===== config.mk =====
export PLATFORM = sky130hd
export DESIGN_NAME = lobm_cell
export DESIGN_NICKNAME = d
export VERILOG_FILES = /design/src/sv/lobm_pkg.sv /design/src/sv/lobm_cell.sv
export SDC_FILE = /design/constraint.sdc
export NUM_CORES = 1
export LEC_CHECK = 0
export CAP_MARGIN = 10
export CORE_AREA = 3 3 414 416
export DETAILED_ROUTE_END_ITERATION = 8
export DIE_AREA = 0 0 417 419
export DONT_BUFFER_PORTS = 1
export SLEW_MARGIN = 20
export SYNTH_ARGS = -nofsm -noshare
export SYNTH_HDL_FRONTEND = slang
export SYNTH_SLANG_ARGS = --single-unit
export TNS_END_PERCENT = 100

===== constraint.sdc =====
create_clock -name clk_i -period 5.4 [get_ports clk_i]
set_input_delay 0.54 -clock clk_i [delete_from_list [all_inputs] [get_ports clk_i]]
set_output_delay 0.54 -clock clk_i [all_outputs]
set_load 0.02 [all_outputs]

===== src/sv/lobm_pkg.sv =====
// ----------------------------------------------------------------------------
// lobm_pkg
// Shared types and codes for the limit order book matcher.
// ----------------------------------------------------------------------------
package lobm_pkg;

  localparam int unsigned DEFAULT_SLOTS = 64;

  localparam logic [1:0] OP_PLACE  = 2'd0;
  localparam logic [1:0] OP_CANCEL = 2'd1;
  localparam logic [1:0] OP_PRUNE  = 2'd2;
  localparam logic [1:0] OP_NONE   = 2'd3;

  localparam logic [1:0] TIF_IOC = 2'd1;
  localparam logic [1:0] TIF_FOK = 2'd2;

  localparam logic [1:0] KIND_FILL     = 2'd0;
  localparam logic [1:0] KIND_NO_FILL  = 2'd1;
  localparam logic [1:0] KIND_CANCEL   = 2'd2;
  localparam logic [1:0] KIND_PRUNE    = 2'd3;

  typedef enum logic [1:0] {
    SCAN_MATCH  = 2'd0,
    SCAN_CANCEL = 2'd1,
    SCAN_FREE   = 2'd2
  } scan_mode_e;

  typedef enum logic [2:0] {
    WR_NONE  = 3'd0,
    WR_DEC   = 3'd1,
    WR_CLEAR = 3'd2,
    WR_LOAD  = 3'd3,
    WR_PRUNE = 3'd4
  } wr_op_e;

  // search key broadcast to every cell
  typedef struct packed {
    scan_mode_e  mode;
    logic        side;
    logic [31:0] limit;
    logic [63:0] oid;
    logic [63:0] owner_high;
    logic [63:0] owner_middle;
    logic [31:0] owner_low;
  } key_t;

  // best candidate so far, handed down the chain
  typedef struct packed {
    logic        found;
    logic        side;
    logic [31:0] price;
    logic [31:0] age;
    logic [31:0] remaining;
    logic [63:0] oid;
  } cand_t;

  // slot update broadcast to every cell
  typedef struct packed {
    wr_op_e      op;
    logic [31:0] qty;
    logic [31:0] height;
    logic        side;
    logic [31:0] price;
    logic [31:0] remaining;
    logic [63:0] oid;
    logic [63:0] owner_high;
    logic [63:0] owner_middle;
    logic [31:0] owner_low;
    logic [31:0] expiry;
    logic [31:0] sequence_num;
  } wr_t;

endpackage


===== src/sv/lobm_cell.sv =====
// ----------------------------------------------------------------------------
// lobm_cell
// One book slot: holds a resting order, applies broadcast updates and
// merges itself into the candidate record passing down the chain.
// ----------------------------------------------------------------------------
module lobm_cell
  import lobm_pkg::*;
#(
  parameter int unsigned IDX_W = 6,
  parameter int unsigned INDEX = 0
) (
  input  logic             clk_i,
  input  logic             rst_ni,
  input  key_t             key_i,
  input  logic [31:0]      nseq_i,
  input  wr_t              wr_i,
  input  logic [IDX_W-1:0] wr_idx_i,
  input  cand_t            cand_i,
  input  logic [IDX_W-1:0] cand_idx_i,
  output cand_t            cand_o,
  output logic [IDX_W-1:0] cand_idx_o
);

  logic        valid_q;
  logic        side_q;
  logic [31:0] price_q;
  logic [31:0] rem_q;
  logic [63:0] id_q;
  logic [63:0] own_h_q;
  logic [63:0] own_m_q;
  logic [31:0] own_l_q;
  logic [31:0] expiry_q;
  logic [31:0] seq_q;

  cand_t            cand_q, cand_d;
  logic [IDX_W-1:0] idx_q, idx_d;

  logic        sel;
  logic [31:0] age;
  logic        qual;
  logic        better;

  assign sel = (wr_idx_i == IDX_W'(INDEX));
  assign age = nseq_i - seq_q;

  always_comb begin
    qual   = 1'b0;
    better = 1'b0;
    case (key_i.mode)
      SCAN_MATCH: begin
        qual = valid_q && (side_q != key_i.side) &&
               (key_i.side ? (price_q >= key_i.limit) : (price_q <= key_i.limit));
        better = key_i.side ? (price_q > cand_i.price) : (price_q < cand_i.price);
        better = better || ((price_q == cand_i.price) && (age > cand_i.age));
      end
      SCAN_CANCEL: begin
        qual = valid_q && (id_q == key_i.oid) && (own_h_q == key_i.owner_high) &&
               (own_m_q == key_i.owner_middle) && (own_l_q == key_i.owner_low);
        if (side_q != cand_i.side) begin
          better = (side_q < cand_i.side);
        end else if (price_q != cand_i.price) begin
          better = (price_q < cand_i.price);
        end else begin
          better = (age > cand_i.age);
        end
      end
      SCAN_FREE: begin
        qual = !valid_q;
      end
      default: begin
        qual = 1'b0;
      end
    endcase
  end

  always_comb begin
    cand_d = cand_i;
    idx_d  = cand_idx_i;
    if (qual && (!cand_i.found || better)) begin
      cand_d.found     = 1'b1;
      cand_d.side      = side_q;
      cand_d.price     = price_q;
      cand_d.age       = age;
      cand_d.remaining = rem_q;
      cand_d.oid       = id_q;
      idx_d            = IDX_W'(INDEX);
    end
  end

  always_ff @(posedge clk_i) begin
    cand_q <= cand_d;
    idx_q  <= idx_d;
  end

  assign cand_o     = cand_q;
  assign cand_idx_o = idx_q;

  always_ff @(posedge clk_i or negedge rst_ni) begin
    if (!rst_ni) begin
      valid_q <= 1'b0;
    end else begin
      case (wr_i.op)
        WR_DEC: begin
          if (sel && (rem_q == wr_i.qty)) valid_q <= 1'b0;
        end
        WR_CLEAR: begin
          if (sel) valid_q <= 1'b0;
        end
        WR_LOAD: begin
          if (sel) valid_q <= 1'b1;
        end
        WR_PRUNE: begin
          if (valid_q && (expiry_q != 32'd0) && (expiry_q <= wr_i.height)) valid_q <= 1'b0;
        end
        default: begin
          valid_q <= valid_q;
        end
      endcase
    end
  end

  always_ff @(posedge clk_i) begin
    if (sel && (wr_i.op == WR_DEC)) begin
      rem_q <= rem_q - wr_i.qty;
    end else if (sel && (wr_i.op == WR_LOAD)) begin
      side_q   <= wr_i.side;
      price_q  <= wr_i.price;
      rem_q    <= wr_i.remaining;
      id_q     <= wr_i.oid;
      own_h_q  <= wr_i.owner_high;
      own_m_q  <= wr_i.owner_middle;
      own_l_q  <= wr_i.owner_low;
      expiry_q <= wr_i.expiry;
      seq_q    <= wr_i.sequence_num;
    end
  end

endmodule


==> Yosys cells after proc, flatten, opt, wreduce, memory -nomap -nowiden <==
Index checks and enable logic that the tools add are counted.
W data, S select, Z words.
{ "word_totals": {"latchBits": 0, "ramBits": 0, "regBits": 522, "memories": 0, "output_inout_bits": 168, "in_bits": 887, "romBits": 0, "wordCells": 84} }
{ "op_classes": {"mux": 14, "add_sub_neg": 2, "n_div": 0, "n_eq_ne": 19, "n_bitwise": 1, "reduce_logical": 24, "n_lt_le_gt_ge": 7, "shifts": 0, "mul": 0} }
{ "ops": {"columns": ["cell", "n"], "rows": [
  ["$eq A64 B64 Y1", 3],
  ["$mux W161", 1],
  ["$eq A32 B32 Y1", 3],
  ["$gt A32 B32 Y1", 2],
  ["$le A32 B32 Y1", 2],
  ["$mux W32", 2],
  ["$sub A32 B32 Y32", 2],
  ["$ge A32 B32 Y1", 1],
  ["$lt A32 B32 Y1", 1],
  ["$ne A32 B32 Y1", 1],
  ["$reduce_bool A32 Y1", 1],
  ["$logic_and A1 B1 Y1", 13],
  ["$mux W1", 8],
  ["$ne A2 B2 Y1 const B", 4],
  ["$eq A3 B2 Y1 const B", 2],
  ["$logic_not A6 Y1", 1],
  ["$reduce_and A5 Y1", 1],
  ["$pmux W1 S4", 1],
  ["$reduce_bool A4 Y1", 1],
  ["$eq A3 B1 Y1 const B", 1],
  ["$eq A3 B3 Y1 const B", 1],
  ["$pmux W1 S3", 1],
  ["$eq A2 B1 Y1 const B", 1],
  ["$eq A2 B2 Y1 const B", 1],
  ["9 further kinds", 12]
]} }

==> Depth between registers and ports, before layout <==
{ "depth": {"depth_word": 8, "depth_mapped": 26, "mapped_depth_nobuf": 23} }

==> Worst setup path before layout <==
OpenSTA, ideal clock, no wires.
{ "synth_timing": {"path_kind": "input to register", "from": "input port wr_idx_i[3]", "to": "register expiry_q[0], enable pin", "path_slack_ns": -6.188, "t_required_ns": 4.682, "t_arrival_ns": 10.870, "cell_stages": 4, "setup_ns": 0.718, "path_buffers": 0, "path_cell_list": "nor4_1 -> nand2_1 -> nor3b_1 -> and2_1"} }
{ "synth_between": {"elab_chain_cells": 4, "word_cells_on_any_way": 5, "classes_between": "bitwise: 1; reduce/logical: 4"} }
{ "synth_lines": {"columns": ["item", "line_no", "text"], "rows": [
  ["start, declared", "lobm_cell.sv:17", "input logic [IDX_W-1:0] wr_idx_i,"],
  ["$logic_not A6 Y1 (*)", "lobm_cell.sv:43", "assign sel = (wr_idx_i == IDX_W'(INDEX));"],
  ["$logic_and A1 B1 Y1", "lobm_cell.sv:123", "if (sel && (wr_i.op == WR_DEC)) begin"],
  ["$not A1 Y1 (no source line)", null, null],
  ["$reduce_and A2 Y1 (no source line) (*)", null, null],
  ["end signal, assigned", "lobm_cell.sv:133", "expiry_q <= wr_i.expiry;"],
  ["end, declared", "lobm_cell.sv:32", "logic [31:0] expiry_q;"]
]} }
Mark *: on every way between the ends. The rest lies on a longest branch, timed or not.
A chain may end at the register's enable or synchronous reset.

==> out/results.env <==
AREA_DELTA_SYNTH_FINAL_PCT=42.9
BOUNDARY_PINS=1055
LAYOUT.CELLS.NON_FILLER=5020
MAX_STAGE_DELAY_PS=360
CLOCK_SINK_COUNT=522
CORE-AREA_MM2=0.168
CTS_TREE='built'
RSZ0062_AT_GRT='yes'
MAXCAPVIOLCOUNT=0
HOLD_CLASS='input pin to asynchronous set/reset pin'
VDD_IR_DROP_MAX_V=0.000245
SETUP_WS_PS=5.15
REG2REG_SLACK_PS=5
CLOCK_PATH_BUFFERS=3
MOST-COMMON-LAYOUT-CELLS='522 x sky130_fd_sc_hd__dlygate4sd3_1, 353 x sky130_fd_sc_hd__edfxtp_1, 241 x sky130_fd_sc_hd__inv_1'
WORST-ENDPOINT-REQUIRED_PS=5960
GLOBAL_ROUTE.OVERFLOW_TOTAL=0
CLKTRANSATPATHREGS_PS=60
LAYOUT_COMMONEST_CELL='sky130_fd_sc_hd__dlygate4sd3_1'
REG_TO_REG_CRITICAL_PATH_STARTPOINT='seq_q[0]'
POSTSYNTH.TOPFLOPCELL='sky130_fd_sc_hd__edfxtp_1'
ROOT_BUFFER='sky130_fd_sc_hd__clkbuf_16'
CLOCK_SKEW_PS=38.0
SLEW_VIOLATIONS=0
SHARE_OF_THE_CYCLE_NEEDED_BY_THE_CRITICAL_PATH_AFTER_ROUTING_PCT=99.9
WORST_SKEW_PAIR.LATE_LATENCY_PS=690
STATUS='complete, no violations'
ANT_NETS=0
POST_SYNTH_NUM_CELL_TYPES=66
POST_ROUTE_CELLS_DRIVE_ABOVE_1_SHARE_PCT=13.8
DIE_HEIGHT_UM=419
DESIGN.DIE.AREA_MM2=0.175
CP-END-KIND='register'
WORST_PATH_MAX_DELAY_CELL='sky130_fd_sc_hd__fa_2'
WORST_REG_TO_REG_CELLS=24
PLACE.DETAILED.HPWL_UM=115000
DRT_FIRST_ITER_VIOLATIONS=2225
WIRE_LENGTH_AFTER_DETAILED_ROUTING_UM=140000
SEQUENTIAL_TO_TOTAL_AREA_SHARE_FROM_YOSYS_STAT_PCT=53.6
DETAILEDPLACE.WORSTSLACK_PS=-664
POSTSYNTHREGISTERBITS=522
POWER.DENSITY_mW_PER_MM2=286
DPL.CELL_COUNT=4327
SYNTH_NETS=3151
CTS_BUFFERS=67
SETUP-VIOLATIONS-FINAL=0
DIE_WIDTH_UM=417
SYN_AREA_PER_CELL_UM2=12.6
LARGEST_NET_DEGREE_AT_THE_START_OF_GLOBAL_ROUTING=81
YS_ASYNC_SR_FRACTION_PCT=0.192
NETLIST_AREA_MM2=0.0261
IO_BUFFERS=0
WORST_SLEW_PIN_SLEW_PS=922
SYNTH-EDFF-COUNT=353
FP-ROW-COUNT=150
H-TREE-DEPTH=3
RELSLEWSLACK_PCT=38.0
AVGROUTEDWIREPERCELL_UM=27.9
GRT_FIRST_PASS_WIRELENGTH_UM=181000
WORSTREG2REGEND='cand_o[88]'
CELLLEAKAGEPOWER_nW=14.7
CRIT_ARRIVAL_PS=5950
DRT_PASS1_ITERATIONS=5
TIMING.FMAX_MHz=185
GRT_ANTENNA_BEFORE_REPAIR=98
GRTUSAGETOTAL_PCT=15.2
FINALCOREUTILIZATION_PCT=22.3
FINAL_NET_COUNT=3806
CRITPATHMOSTFREQUENTCELL='sky130_fd_sc_hd__nor3_2'
INITIAL_UTILIZATION_PCT=15.6
DR_TOTAL_VIAS=20708
PERIOD_MINUS_SLACK_PS=5390
FINALHOLDVIOLCOUNT=0
VIAS_IN_THE_FIRST_GLOBAL_ROUTE=20751
CRITICAL_PATH_SOURCE_TYPE='register'
SYNTHCELLS=2071
SEQUENCE_OF_CELLS_ON_THE_CRITICAL_PATH='ha_2 > inv_2 > fa_2 > a211oi_2 > buf_4 > o21ai_4 > a32o_2 > nor3_2 > nor4b_2 > o31ai_2 > o22ai_2 > o211a_1 > xor2_2 > ha_1 > nand4_1 > nor3_2 > nand3_1 > nor4_2 > nor3_1 > and3b_1 > o31a_4 > buf_12 > clkbuf_16 > mux2_4'
YOSYS_WARNINGS=0
POST-LAYOUT-TOTAL-POWER_mW=10.6
DRC_ERRORS=0
VIASPERCELL=4.13
CRITPATHMAXFANOUT=13
LAYOUT.FILLER_CELLS=17742
PATH_CLASS='register to register'
PLACE_CONGESTION=0.998
Yosys cell counts, types with 57 or more instances:
cell	count	share of area, %
sky130_fd_sc_hd__nand2_1	57	0.82
sky130_fd_sc_hd__mux2_4	123	7.1
sky130_fd_sc_hd__xnor2_1	122	4.1
sky130_fd_sc_hd__ha_1	191	9.2
sky130_fd_sc_hd__a21oi_1	81	1.6
sky130_fd_sc_hd__o21ai_0	77	1.5
sky130_fd_sc_hd__inv_1	242	3.5
sky130_fd_sc_hd__edfxtp_1	353	41
sky130_fd_sc_hd__a21o_1	65	1.9
sky130_fd_sc_hd__xor2_1	127	4.3
sky130_fd_sc_hd__nand4_1	71	1.7
sky130_fd_sc_hd__dfxtp_1	168	13
kinds of logic after synthesis:
group / after synthesis / synth area share (%)
buffers and inverters: 269 / 4.50
DFF: 522 / 53.6
adders and majority gates: 193 / 9.31
muxes: 164 / 8.84
xor gates and xnor gates: 249 / 8.36
AOI/OAI and AO/OA: 327 / 8.04
and+or+nand+nor: 347 / 7.33
flip-flops by register name, indices dropped and copies added (netlist names):
signal      flops
cand_idx_o      6
cand_o        162
expiry_q       32
id_q           64
own_h_q        64
own_l_q        32
own_m_q        64
price_q        32
rem_q          32
seq_q          32
side_q          1
valid_q         1
area by class of cell:
type	count	area [um2]	share of cell area, %
timing repair buffer	613	6230	16.7
clock buffer	93	1900	5.08
clock inverter	31	377	1.01
antenna	35	87.6	0.235
tap	2204	2760	7.39
inverter	242	908	2.44
sequential	522	14000	37.5
multi-input combinational	1280	11000	29.6
layer usage:
metal / share of wire (%) / wire length [um] / track usage [%] / up-vias
met3: 9.1 / 12800 / 5.05 / 347
met2: 50 / 70500 / 26.8 / 1300
met4: 4.2 / 5890 / 5.66 / 42
met5: 0.20 / 277 / 0.0278 / -
li1: - / - / - / 8871
met1: 36 / 50500 / 17.0 / 10148
critical path: cells and delay by family (launching register included):
| family | cells | cell delay, ps |
|---|---|---|
| AO/OA/AOI/OAI | 7 | 1610 |
| AND/OR/NAND/NOR | 8 | 1360 |
| adder cells (fa/ha/maj) | 3 | 840 |
| buffers and inverters | 4 | 620 |
| flip-flops | 1 | 340 |
| multiplexers | 1 | 290 |
| XOR/XNOR | 1 | 160 |
worst max path at each step:
stage	start	to	slack, ps	cells after the start
CTS	seq_q[0]	cand_o[46]	-4	25
finish	seq_q[0]	cand_o[88]	5	24
floorplan	nseq_i[0]	cand_o[100]	280	25
global placement	nseq_i[0]	cand_o[89]	-510	25
detailed placement	nseq_i[0]	cand_o[38]	-660	25
global route	seq_q[0]	cand_o[88]	-220	24
per-stage QoR:
stage	hold slack, ps	setup TNS (ps)	area (um2)
after floorplan	244	0	26100
after global placement	245	-76740	29300
after detailed placement	245	-101040	29300
after CTS	18.1	-7.76	37000
after global routing	36.7	-24130	37200
final	115	0	37300
power by group:
part | internal [mW] | total [mW] | switching (mW)
Combinational | 0.743 | 1.32 | 0.580
Clock | 2.66 | 4.71 | 2.05
Sequential | 4.38 | 4.62 | 0.239
Total | 7.78 | 10.6 | 2.87
repair_timing:
| action | CTS | global route |
|---|---|---|
| cloned | 2 | 5 |
| setup endpoints to repair | 167 | 166 |
| setup buffers | 3 | 2 |
| pin swaps | 6 | 11 |
| hold endpoints to repair | 522 | 0 |
| resized for setup | 18 | 19 |
| hold buffers | 522 | 0 |
(Power assumes the default switching activity.)
